**src/rtl/tkst_pkg.sv**
```systemverilog
// Package: shared widths, command codes and request/result types for the score table.
`timescale 1ns / 1ps
package tkst_pkg;

    localparam int CAPACITY_DEF      = 16;
    localparam int TAG_BITS_DEF      = 16;
    localparam int MAX_ENTRIES_RESET = 10;

    localparam int CMD_W   = 1;
    localparam int SCORE_W = 32;
    localparam int KEPT_W  = 31;
    localparam int TAG_W   = 16;
    localparam int IDX_W   = 4;
    localparam int RANK_W  = 4;
    localparam int COUNT_W = 5;
    localparam int CFG_W   = 5;

    localparam logic [CMD_W-1:0] CMD_INSERT = 1'b0;
    localparam logic [CMD_W-1:0] CMD_READ   = 1'b1;

    typedef struct packed {
        logic [CMD_W-1:0]          cmd;
        logic signed [SCORE_W-1:0] score;
        logic [TAG_W-1:0]          player_tag;
        logic [IDX_W-1:0]          read_index;
    } t_req;

    typedef struct packed {
        logic                qualified;
        logic                kept;
        logic [RANK_W-1:0]   rank;
        logic [KEPT_W-1:0]   best_score;
        logic [COUNT_W-1:0]  entry_count;
        logic                read_valid;
        logic [KEPT_W-1:0]   read_score;
        logic [TAG_W-1:0]    read_tag;
    } t_result;

    typedef struct packed {
        logic             wr;
        logic [CFG_W-1:0] value;
    } t_cfg_wr;

endpackage

```
**src/rtl/tkst_if.sv**
```systemverilog
// Interfaces: request, result and configuration channels of the score table.
`timescale 1ns / 1ps
interface tkst_in_if;
    import tkst_pkg::*;
    logic                      valid;
    logic                      ready;
    logic [CMD_W-1:0]          cmd;
    logic signed [SCORE_W-1:0] score;
    logic [TAG_W-1:0]          player_tag;
    logic [IDX_W-1:0]          read_index;
    modport source (output valid, cmd, score, player_tag, read_index, input ready);
    modport sink   (input valid, cmd, score, player_tag, read_index, output ready);
endinterface

interface tkst_out_if;
    import tkst_pkg::*;
    logic                valid;
    logic                ready;
    logic                qualified;
    logic                kept;
    logic [RANK_W-1:0]   rank;
    logic [KEPT_W-1:0]   best_score;
    logic [COUNT_W-1:0]  entry_count;
    logic                read_valid;
    logic [KEPT_W-1:0]   read_score;
    logic [TAG_W-1:0]    read_tag;
    modport source (output valid, qualified, kept, rank, best_score, entry_count,
                     read_valid, read_score, read_tag, input ready);
    modport sink   (input valid, qualified, kept, rank, best_score, entry_count,
                     read_valid, read_score, read_tag, output ready);
endinterface

interface tkst_cfg_if;
    import tkst_pkg::*;
    logic             valid;
    logic             ready;
    logic [CFG_W-1:0] max_entries;
    modport source (output valid, max_entries, input ready);
    modport sink   (input valid, max_entries, output ready);
endinterface

```
**src/rtl/tkst_table.sv**
```systemverilog
// Score table: lane registers with parallel compare, insert shift, read select and limit.
`timescale 1ns / 1ps
module tkst_table #(
    parameter int CAPACITY = tkst_pkg::CAPACITY_DEF,
    parameter int TAG_BITS = tkst_pkg::TAG_BITS_DEF
) (
    input  logic              i_clk,
    input  logic              i_rst_n,
    input  logic              i_accept,
    input  tkst_pkg::t_req    i_req,
    input  tkst_pkg::t_cfg_wr i_cfg,
    output tkst_pkg::t_result o_result
);
    import tkst_pkg::*;

    localparam int CNT_W = $clog2(CAPACITY + 1);
    localparam int POS_W = (CAPACITY > 1) ? $clog2(CAPACITY) : 1;
    localparam int LIM_W = (CNT_W > CFG_W) ? CNT_W : CFG_W;
    localparam int RESET_LIMIT = (MAX_ENTRIES_RESET > CAPACITY) ? CAPACITY : MAX_ENTRIES_RESET;

    logic [KEPT_W-1:0]   r_score [CAPACITY];
    logic [TAG_BITS-1:0] r_tag   [CAPACITY];
    logic [KEPT_W-1:0]   n_score [CAPACITY];
    logic [TAG_BITS-1:0] n_tag   [CAPACITY];
    logic [CNT_W-1:0]    r_count, n_count;
    logic [CNT_W-1:0]    r_limit, n_limit;

    logic [CAPACITY-1:0] ge, le, at, in_lim, rsel;
    logic [KEPT_W-1:0]   s;
    logic [TAG_BITS-1:0] new_tag;
    logic                ins, kept, sorted_ok;
    logic [POS_W-1:0]    pos;
    logic [LIM_W-1:0]    cfg_w;
    logic [KEPT_W-1:0]   rd_score;
    logic [TAG_BITS-1:0] rd_tag;

    assign s       = i_req.score[KEPT_W-1:0];
    assign new_tag = TAG_BITS'(i_req.player_tag);
    assign ins     = i_accept && (i_req.cmd == CMD_INSERT) && !i_req.score[SCORE_W-1];

    // lane compares; valid entries are sorted so ge is a prefix
    always_comb begin
        for (int i = 0; i < CAPACITY; i++) begin
            ge[i]     = (CNT_W'(i) < r_count) && (r_score[i] >= s);
            le[i]     = (CNT_W'(i) < r_count) && (r_score[i] <= s);
            in_lim[i] = CNT_W'(i) < r_limit;
            rsel[i]   = (i < (1 << IDX_W)) && (i_req.read_index == IDX_W'(i))
                        && (CNT_W'(i) < r_count);
        end
        at[0] = !ge[0];
        for (int i = 1; i < CAPACITY; i++) begin
            at[i] = !ge[i] && ge[i-1];
        end
    end

    always_comb begin
        pos      = '0;
        rd_score = '0;
        rd_tag   = '0;
        for (int i = 0; i < CAPACITY; i++) begin
            if (at[i]) begin
                pos = pos | POS_W'(i);
            end
            if (rsel[i]) begin
                rd_score = rd_score | r_score[i];
                rd_tag   = rd_tag | r_tag[i];
            end
        end
    end

    assign kept = |(at & in_lim);

    // new limit from a config request
    always_comb begin
        cfg_w = LIM_W'(i_cfg.value);
        if (cfg_w == '0) begin
            n_limit = CNT_W'(1);
        end else if (cfg_w > LIM_W'(CAPACITY)) begin
            n_limit = CNT_W'(CAPACITY);
        end else begin
            n_limit = CNT_W'(cfg_w);
        end
    end

    always_comb begin
        n_score = r_score;
        n_tag   = r_tag;
        n_count = r_count;
        if (i_cfg.wr) begin
            n_count = (r_count > n_limit) ? n_limit : r_count;
        end else if (ins && kept) begin
            for (int i = 0; i < CAPACITY; i++) begin
                if (at[i]) begin
                    n_score[i] = s;
                    n_tag[i]   = new_tag;
                end else if (!ge[i] && i > 0) begin
                    n_score[i] = r_score[i-1];
                    n_tag[i]   = r_tag[i-1];
                end
            end
            if (r_count < r_limit) begin
                n_count = r_count + CNT_W'(1);
            end
        end
    end

    always_comb begin
        o_result = '0;
        o_result.entry_count = COUNT_W'(n_count);
        o_result.best_score  = (n_count != '0) ? n_score[0] : '0;
        if (i_req.cmd == CMD_INSERT) begin
            if (!i_req.score[SCORE_W-1]) begin
                o_result.qualified = (s != '0) && ((r_count < r_limit) || (|le));
                o_result.kept      = kept;
                o_result.rank      = kept ? RANK_W'(pos) : '0;
            end
        end else begin
            o_result.read_valid = |rsel;
            o_result.read_score = rd_score;
            o_result.read_tag   = TAG_W'(rd_tag);
        end
    end

    always_ff @(posedge i_clk) begin
        r_score <= n_score;
        r_tag   <= n_tag;
        if (!i_rst_n) begin
            r_count <= '0;
            r_limit <= CNT_W'(RESET_LIMIT);
        end else begin
            r_count <= n_count;
            if (i_cfg.wr) begin
                r_limit <= n_limit;
            end
        end
    end

    always_comb begin
        sorted_ok = 1'b1;
        for (int i = 0; i + 1 < CAPACITY; i++) begin
            if ((CNT_W'(i + 1) < r_count) && (r_score[i] < r_score[i+1])) begin
                sorted_ok = 1'b0;
            end
        end
    end

    a_count_in_limit: assert property (@(posedge i_clk) disable iff (!i_rst_n)
        r_count <= r_limit)
        else $error("entry count above limit");

    a_count_step: assert property (@(posedge i_clk) disable iff (!i_rst_n)
        !i_cfg.wr |=> (r_count == $past(r_count)) || (r_count == $past(r_count) + CNT_W'(1)))
        else $error("entry count moved by more than one");

    a_sorted: assert property (@(posedge i_clk) disable iff (!i_rst_n)
        sorted_ok)
        else $error("valid entries out of order");

    a_no_insert_no_grow: assert property (@(posedge i_clk) disable iff (!i_rst_n)
        (!i_cfg.wr && !ins) |=> r_count == $past(r_count))
        else $error("entry count changed without an insert");

endmodule

```
**src/rtl/top_k_score_table.sv**
```systemverilog
// Top level: top-k score table with request/result handshake and output register.
//
//  channel  | dir | fields                                                  | transfer
//  i_req    | in  | cmd, score, player_tag, read_index                     | valid && ready
//  o_res    | out | qualified, kept, rank, best_score, entry_count,        | valid && ready
//           |     | read_valid, read_score, read_tag                        |
//  i_cfg    | in  | max_entries                                             | valid && ready
//
//  One request per cycle unless o_res stalls; its result is registered on the next cycle.
//  Insert compare, shift and read select are combinational over the lane registers.
//  Synchronous active-low reset clears the entry count and sets the limit to 10; no sweep.
//  A request is taken while the output register is empty or being drained.
//  i_cfg is always ready.
`timescale 1ns / 1ps
module top_k_score_table #(
    parameter int CAPACITY = tkst_pkg::CAPACITY_DEF,
    parameter int TAG_BITS = tkst_pkg::TAG_BITS_DEF
) (
    input  logic        i_clk,
    input  logic        i_rst_n,
    tkst_in_if.sink     i_req,
    tkst_out_if.source  o_res,
    tkst_cfg_if.sink    i_cfg
);
    import tkst_pkg::*;

    t_req    req;
    t_result result;
    t_result r_out;
    t_cfg_wr cfg;
    logic    r_out_valid;
    logic    req_accept;

    assign i_cfg.ready = 1'b1;
    assign cfg.wr      = i_cfg.valid;
    assign cfg.value   = i_cfg.max_entries;

    assign i_req.ready = !r_out_valid || o_res.ready;
    assign req_accept  = i_req.valid && i_req.ready;

    assign req.cmd        = i_req.cmd;
    assign req.score      = i_req.score;
    assign req.player_tag = i_req.player_tag;
    assign req.read_index = i_req.read_index;

    tkst_table #(
        .CAPACITY (CAPACITY),
        .TAG_BITS (TAG_BITS)
    ) u_table (
        .i_clk    (i_clk),
        .i_rst_n  (i_rst_n),
        .i_accept (req_accept),
        .i_req    (req),
        .i_cfg    (cfg),
        .o_result (result)
    );

    always_ff @(posedge i_clk) begin
        if (req_accept) begin
            r_out <= result;
        end
        if (!i_rst_n) begin
            r_out_valid <= 1'b0;
        end else if (req_accept) begin
            r_out_valid <= 1'b1;
        end else if (o_res.ready) begin
            r_out_valid <= 1'b0;
        end
    end

    assign o_res.valid       = r_out_valid;
    assign o_res.qualified   = r_out.qualified;
    assign o_res.kept        = r_out.kept;
    assign o_res.rank        = r_out.rank;
    assign o_res.best_score  = r_out.best_score;
    assign o_res.entry_count = r_out.entry_count;
    assign o_res.read_valid  = r_out.read_valid;
    assign o_res.read_score  = r_out.read_score;
    assign o_res.read_tag    = r_out.read_tag;

    a_result_follows_request: assert property (@(posedge i_clk) disable iff (!i_rst_n)
        req_accept |=> r_out_valid)
        else $error("request taken but no result registered");

    a_result_from_request: assert property (@(posedge i_clk) disable iff (!i_rst_n)
        $rose(r_out_valid) |-> $past(req_accept))
        else $error("result appeared without a request");

endmodule

```
**src/flat_wrapper.sv**
```systemverilog
// flat-port wrapper written by rule: the top's interface ports become plain ports
module top_k_score_table_flat import tkst_pkg::*;
#(
    parameter int CAPACITY = tkst_pkg::CAPACITY_DEF,
    parameter int TAG_BITS = tkst_pkg::TAG_BITS_DEF
)
  (i_clk, i_rst_n, i_req_valid, i_req_cmd, i_req_score, i_req_player_tag, i_req_read_index, i_req_ready, o_res_valid, o_res_qualified, o_res_kept, o_res_rank, o_res_best_score, o_res_entry_count, o_res_read_valid, o_res_read_score, o_res_read_tag, o_res_ready, i_cfg_valid, i_cfg_max_entries, i_cfg_ready);
  tkst_in_if i_req_i ();
  tkst_out_if o_res_i ();
  tkst_cfg_if i_cfg_i ();
  input  logic i_clk;
  input  logic i_rst_n;
  input wire logic [$bits(i_req_i.valid)-1:0] i_req_valid;
  input wire logic [$bits(i_req_i.cmd)-1:0] i_req_cmd;
  input wire logic [$bits(i_req_i.score)-1:0] i_req_score;
  input wire logic [$bits(i_req_i.player_tag)-1:0] i_req_player_tag;
  input wire logic [$bits(i_req_i.read_index)-1:0] i_req_read_index;
  output wire logic [$bits(i_req_i.ready)-1:0] i_req_ready;
  output wire logic [$bits(o_res_i.valid)-1:0] o_res_valid;
  output wire logic [$bits(o_res_i.qualified)-1:0] o_res_qualified;
  output wire logic [$bits(o_res_i.kept)-1:0] o_res_kept;
  output wire logic [$bits(o_res_i.rank)-1:0] o_res_rank;
  output wire logic [$bits(o_res_i.best_score)-1:0] o_res_best_score;
  output wire logic [$bits(o_res_i.entry_count)-1:0] o_res_entry_count;
  output wire logic [$bits(o_res_i.read_valid)-1:0] o_res_read_valid;
  output wire logic [$bits(o_res_i.read_score)-1:0] o_res_read_score;
  output wire logic [$bits(o_res_i.read_tag)-1:0] o_res_read_tag;
  input wire logic [$bits(o_res_i.ready)-1:0] o_res_ready;
  input wire logic [$bits(i_cfg_i.valid)-1:0] i_cfg_valid;
  input wire logic [$bits(i_cfg_i.max_entries)-1:0] i_cfg_max_entries;
  output wire logic [$bits(i_cfg_i.ready)-1:0] i_cfg_ready;
  assign i_req_i.valid = i_req_valid;
  assign i_req_i.cmd = i_req_cmd;
  assign i_req_i.score = i_req_score;
  assign i_req_i.player_tag = i_req_player_tag;
  assign i_req_i.read_index = i_req_read_index;
  assign i_req_ready = i_req_i.ready;
  assign o_res_valid = o_res_i.valid;
  assign o_res_qualified = o_res_i.qualified;
  assign o_res_kept = o_res_i.kept;
  assign o_res_rank = o_res_i.rank;
  assign o_res_best_score = o_res_i.best_score;
  assign o_res_entry_count = o_res_i.entry_count;
  assign o_res_read_valid = o_res_i.read_valid;
  assign o_res_read_score = o_res_i.read_score;
  assign o_res_read_tag = o_res_i.read_tag;
  assign o_res_i.ready = o_res_ready;
  assign i_cfg_i.valid = i_cfg_valid;
  assign i_cfg_i.max_entries = i_cfg_max_entries;
  assign i_cfg_ready = i_cfg_i.ready;
  top_k_score_table #(.CAPACITY(CAPACITY), .TAG_BITS(TAG_BITS)) u_core (.i_clk(i_clk), .i_rst_n(i_rst_n), .i_req(i_req_i), .o_res(o_res_i), .i_cfg(i_cfg_i));
endmodule
```
**config.mk**
```make
export PLATFORM = sky130hd
export DESIGN_NAME = top_k_score_table_flat
export DESIGN_NICKNAME = d
export VERILOG_FILES = /design/src/rtl/tkst_pkg.sv /design/src/rtl/tkst_if.sv /design/src/rtl/tkst_table.sv /design/src/rtl/top_k_score_table.sv /design/src/flat_wrapper.sv
export SDC_FILE = /design/constraint.sdc
export NUM_CORES = 2
export LEC_CHECK = 0
export ABC_AREA = 1
export BUFFER_PORTS_ARGS = -buffer_cell sky130_fd_sc_hd__buf_4
export CAP_MARGIN = 20
export CORE_MARGIN = 5
export CORE_UTILIZATION = 35
export DETAILED_ROUTE_END_ITERATION = 8
export PLACE_DENSITY_LB_ADDON = 0.12
export REMOVE_ABC_BUFFERS = 1
export SYNTH_ARGS = -nofsm -noshare
export SYNTH_HDL_FRONTEND = slang
export SYNTH_SLANG_ARGS = --single-unit
```
**constraint.sdc**
```tcl
create_clock -name i_clk -period 18.29 [get_ports i_clk]
set_clock_uncertainty 0.2 [all_clocks]
set_input_delay 3.658 -clock i_clk [delete_from_list [all_inputs] [get_ports i_clk]]
set_output_delay 3.658 -clock i_clk [all_outputs]
set_load 0.02 [all_outputs]
```
Word level (Yosys, flattened, before mapping)
Index checks and enable logic that the tools add are counted.
W data, S select, Z words.
{"block": "classes", "n_lt_le_gt_ge": 67, "mux": 118, "n_reduce_logical": 114, "addsub": 1, "n_bitwise": 35, "eq_ne": 30}
{"op": "$mux W31", "n": 47}
{"op": "$mux W496", "n": 2}
{"op": "$mux W16", "n": 46}
{"op": "$ge A31 B31 Y1", "n": 16}
{"op": "$le A31 B31 Y1", "n": 16}
{"op": "$or A31 B31 Y31", "n": 15}
{"op": "$or A16 B16 Y16", "n": 15}
{"op": "$lt A4 B5 Y1 const A", "n": 16}
{"op": "$logic_and A1 B1 Y1", "n": 68}
{"op": "$reduce_and A3 Y1", "n": 16}
{"op": "$reduce_or A16 Y1", "n": 3}
{"op": "$lt A3 B5 Y1 const A", "n": 8}
{"op": "$eq A4 B4 Y1 const B", "n": 8}
{"op": "$mux W4", "n": 8}
{"op": "$reduce_bool A31 Y1", "n": 1}
{"op": "$mux W5", "n": 6}
{"op": "$ne A2 B1 Y1 const B", "n": 15}
{"op": "$lt A1 B5 Y1 const A", "n": 4}
{"op": "$lt A2 B5 Y1 const A", "n": 4}
{"op": "$logic_not A1 Y1", "n": 18}
{"op": "$and A16 B16 Y16", "n": 1}
{"op": "$eq A4 B3 Y1 const B", "n": 4}
{"op": "$mux W3", "n": 4}
{"op": "$eq A4 B2 Y1 const B", "n": 2}
{"op": "15 further kinds", "n": 22}
{"block": "word_totals", "elab_cells": 408, "inputBits": 63, "reg_bits": 853}

Depth between registers and ports, before layout
{"block": "depth", "ltp_word": 33, "depth_mapped": 28, "depth_no_buf": 26}

Hierarchy
A second synthesis with hierarchy kept.
{"block": "unflattened", "cells_unflattened": 5837, "area_unflattened_um2": 51735.9}
{"mod": "tkst_table", "seq_area_each_um2": 22471.6, "area_per_inst_um2": 48970.7, "cells_per_inst": 5738, "instances": 1}
{"mod": "top_k_score_table", "seq_area_each_um2": 2722.6, "area_per_inst_um2": 2765.2, "cells_per_inst": 99, "instances": 1}

Worst setup path before layout
Ideal clock, no wire load.
{"block": "synth_timing", "kind": "input to register", "start": "input i_req_score[14]", "end": "register u_core.u_table.r_score[0] (netlist bit), enable pin", "stages": 21, "required_ns": 17.638, "n_path_buf": 2, "arrival_ns": 8.424, "slack_ns": 9.214, "path_cell_list": "clkbuf_1 -> clkinv_1 -> ha_1 -> nand2_1 -> nor2_1 -> nor3b_1 -> nand2_1 -> nand2_1 -> nand2_1 -> nand3_1 -> nand2_1 -> inv_1 -> nand3_1 -> nand2_1 -> nor2_1 -> nand2_1 -> o21ai_4 -> inv_2 -> nand2_1 -> clkbuf_1 -> nor2_1"}
{"block": "synth_between", "elab_chain_len": 8, "elab_cells_between_ends": 68, "cone_classes": "16 x order compare; 1 x eq/ne; 1 x bitwise; 50 x reduce/logical"}
{"element": "start, declared", "line": "flat_wrapper.sv:15", "rtl": "input wire logic [$bits(i_req_i.score)-1:0] i_req_score;"}
{"element": "$ge A31 B31 Y1", "line": "tkst_table.sv:44", "rtl": "ge[i] = (CNT_W'(i) < r_count) && (r_score[i] >= s);"}
{"element": "$logic_and A1 B1 Y1", "line": "tkst_table.sv:44"}
{"element": "$logic_not A1 Y1"}
{"element": "$logic_and A1 B1 Y1", "line": "tkst_table.sv:52", "rtl": "at[i] = !ge[i] && ge[i-1];"}
{"element": "$and A16 B16 Y16", "line": "tkst_table.sv:71", "rtl": "assign kept = |(at & in_lim);"}
{"element": "$reduce_or A16 Y1", "line": "tkst_table.sv:71"}
{"element": "$logic_and A1 B1 Y1", "line": "tkst_table.sv:91", "rtl": "end else if (ins && kept) begin"}
{"element": "$reduce_and A3 Y1 (no source line) *"}
{"element": "end signal, assigned", "line": "tkst_table.sv:125", "rtl": "r_score <= n_score;"}
{"element": "end, declared", "line": "tkst_table.sv:21", "rtl": "logic [KEPT_W-1:0] r_score [CAPACITY];"}
Mark *: on every way between the ends. The rest lies on a longest branch, timed or not.
A chain may end at the register's enable or synchronous reset.

Worst setup path in the final report
{"block": "layout_timing", "start": "input i_req_score[30]", "end": "register u_core.u_table.r_tag[177] (netlist bit), enable pin"}
{"block": "layout_between", "elab_chain_len": 8, "elab_cells_between_ends": 68, "cone_classes": "16 x order compare; 1 x eq/ne; 1 x bitwise; 50 x reduce/logical"}
{"element": "$ge A31 B31 Y1", "line": "tkst_table.sv:44"}
{"element": "$logic_and A1 B1 Y1", "line": "tkst_table.sv:44"}
{"element": "$logic_not A1 Y1"}
{"element": "$logic_and A1 B1 Y1", "line": "tkst_table.sv:52"}
{"element": "$and A16 B16 Y16", "line": "tkst_table.sv:71"}
{"element": "$reduce_or A16 Y1", "line": "tkst_table.sv:71"}
{"element": "$logic_and A1 B1 Y1", "line": "tkst_table.sv:91"}
{"element": "$reduce_and A3 Y1 (no source line) *"}
{"element": "end signal, assigned", "line": "tkst_table.sv:126", "rtl": "r_tag <= n_tag;"}
{"element": "end, declared", "line": "tkst_table.sv:22", "rtl": "logic [TAG_BITS-1:0] r_tag [CAPACITY];"}
Marked as above.

==> impl_metrics.yaml <==
logic_synthesis:
  synth_area_leader_cell: "edfxtp_1"
  synth_xor_area_frac: 0.0005058
  synth_top_family_by_area: "simple AND/OR/NAND/NOR gates"
  synthTopCellsByCount: "nand2_1, edfxtp_1, o21ai_0"
  ys_seq_elements: 853
  synth.area.top_cells: "edfxtp_1, ha_1, nand2_1"
  synth_edf_count: 811
  post-synth-top-count-cell: "nand2_1"
  yosysSeqAreaShare: 0.4850
  synthDistinctLibCells: 56
  yosysWarnings: 0
  syn_inst: 5903
  async_flop_share: 0
  synth.top_cell.area_share: 0.4688
  synth_simple_gate_area_frac: 0.1621
  avgSynthCellArea_um2: 8.801
  synth-main-ff-cell: "edfxtp_1"
  synthMuxAreaShare: 0
  syn-cell-area_um2: 51950
  synth_compound_area_frac: 0.1561
  synth_fa_ha_area_frac: 0.1219
critical_path:
  worstRegToRegCells: 21
  setup.worst_path.start: "i_req_score[30]"
  rr_endpoint: "u_core.u_table.r_tag[177]"
  worst_ep_required_time_ps: 18450
  worst-setup-path-type: "in -> reg"
  crit-reg2reg-launch: "u_core.u_table.r_score[196]"
  cp-end-kind: "register"
  rrSetupSlack_ps: 12340
  crit_path_start_kind: "primary input"
  cp-endpoint: "u_core.u_table.r_tag[177]"
  worst_ep_arrival_time_ps: 9670
  path_max_fanout: 31
global_routing:
  antenna_found_initial: 14
  first_global_vias: 43273
  grt-ovfl-total: 0
  grt_max_degree: 67
  grt_pass1_wl_mm: 344.4
  grt_usage: 0.3133
placed_design:
  dp_hpwl_mm: 168.3
  port_buffers: 154
  gp_congestion: 1.011
  dp.cells: 7806
pwr:
  ir_worst_vdd_uv: 75.44
  p_leak_uw: 0.02543
  power.density_nw_per_um2: 111.6
clocking:
  root_buffer: "clkbuf_16"
  cts.path.max_buffers: 3
  path_clk_slew_ps: 60
  clkSinkCount: 853
  post-cts-setup-buffer-count: 0
  ctsHtreeMaxLevel: 3
  cts_resized: 0
  cts_tree: "yes"
  cts_made_buffers: 104
  clock_latency_ps: 760
  ctsHoldBuffers: 0
min_path:
  whs_path_depth: 2
  hold_class: "reg -> reg"
status:
  status: "completed"
timing:
  setup_viol: 0
  rsz0062_at_grt: "no"
  tightestPinTransition_ps: 1187
  timing.hold.ws_ps: 339.5
  finalCritPeriodShare: 0.5199
  timing.fmax_mhz: 105.2
  fin_setup_tns_ps: 0
  slew_violations: 0
  slew-limit-headroom: 0.2089
  hold_viol: 0
  min_period_ps: 9508
floorplanning:
  die_h_um: 395.3
  dieWidth_um: 395.3
  io_pins: 156
  die_area_um2: 156200
  row_count: 141
  initial_core_util: 0.3518
  coreArea_um2: 147700
route:
  initialDrtViolationCount: 6519
  vias: 46936
  via_per_inst: 5.858
  drt_first_pass_iters: 7
  top_layer: "met5"
  route.met2.wl_mm: 110.0
  wl_per_cell_um: 31.71
  drcViolationCount: 0
  wl_met3_mm: 27.35
  finalWirelength_mm: 254.0
  drt-met1-wl_mm: 102.9
  ant_nets: 0
final_layout:
  fin_cells: 8012
  nNetsFinal: 6552
  syn2layout_area_growth_pct: 13.85
  num-fill-cells: 14766
  layout-drive-gt1-share: 0.08379
job:
  drv_cap: 0
[where the power goes]
part	internal, µW	switching [µW]	leakage [µW]	total, µW
Combinational	462	1350	0.0159	1810
Sequential	2440	135	0.00779	2580
Clock	1270	943	0.00175	2220
Total	4180	2420	0.0254	6600
[logic make-up (layout without fill, tap and decap cells)]
logic type | count (synthesis) | in the layout
buf+inv | 1021 | 1193
compound gates | 1413 | 1413
flops | 853 | 853
xor+xnor | 3 | 3
other cells | 1 | 8
fa+ha+maj | 506 | 506
simple gates | 2106 | 2106
[how the worst min path moves through the flow]
stage               slack [ps]                         to                 startpoint
floorplan                  270  u_core.u_table.r_limit[3]  u_core.u_table.r_limit[3]
global placement           320  u_core.u_table.r_limit[3]  u_core.u_table.r_limit[3]
detailed placement         330         u_core.o_res.valid         u_core.o_res.valid
CTS                        350         u_core.o_res.valid         u_core.o_res.valid
global route               380         u_core.o_res.valid         u_core.o_res.valid
finish                     340         u_core.o_res.valid         u_core.o_res.valid
[critical path, stage by stage]
cell and delay, ps:
buf_4 150, clkinv_1 680, ha_1 630, nand2_1 80, nor2_1 150, nand4_1 310
nor2_1 580, nand3b_1 180, nand3_1 180, nand2_1 210, inv_1 200, nand3_1 90
nand2_1 60, nor2_1 40, nand2_1 130, o21ai_4 120, inv_2 140, nand2_1 60
buf_4 300, nor2_4 770, buf_4 840
[metal layers]
metal / vias up / global-route usage
li1: 20633 / -
met3: 586 / 0.07196
met1: 22717 / 0.4195
met4: 8 / 0.1468
met5: - / 0
met2: 2992 / 0.4812
[flip-flops by register name, indices dropped and copies added (netlist names)]
name and count:
u_core.u_table.r_score 496, u_core.u_table.r_tag 256, u_core.o_res.best_score 31, u_core.o_res.read_score 31
u_core.o_res.read_tag 16, u_core.o_res.entry_count 5, u_core.u_table.r_count 5, u_core.u_table.r_limit 5
u_core.o_res.rank 4, u_core.o_res.kept 1, u_core.o_res.qualified 1, u_core.o_res.read_valid 1
u_core.o_res.valid 1
[through the flow]
stage | setup slack [ps] | total power [µW] | instance area, µm² | util
detailed placement | 8232 | 4381 | 55570 | 0.3763
finish | 8782 | 6602 | 59140 | 0.4005
floorplan | 9184 | 3509 | 50870 | -
global placement | 8034 | 4366 | 55440 | 0.3754
global route | 8714 | 6842 | 59130 | 0.4004
CTS | 9027 | 6590 | 59120 | 0.4004
[cell type report]
cell class	instances	area, µm²	area share
antenna	7	17.52	0.0002962
clock buffer	126	2746	0.04644
clock inverter	72	807.0	0.01365
inverter	742	2789	0.04715
multi-input combinational	4029	23180	0.3920
sequential	853	25190	0.4260
tap	1930	2415	0.04083
timing repair buffer	253	1992	0.03368
[cell usage in the layout (no fill, tap or decap), drive strengths merged, types with 7 or more instances in the layout]
master   Yosys  final
a22oi        9      9
a221oi     137    137
o21ai      780    780
o22ai      109    109
edfxtp     811    811
nand2     1537   1537
bufinv       0     14
diode        0      7
nor4        16     16
nand4       53     53
nand3      146    146
o221ai      19     19
o211ai      12     12
buf         33    252
nor3        35     35
ha         506    506
clkbuf     246    127
a2111oi     12     12
a21oi      266    266
nor2       302    302
dfxtp       42     42
clkinv      21     73
a21o        38     38
nand3b       8      8
inv        721    723
No activity file was read; power rests on OpenSTA's default activity.
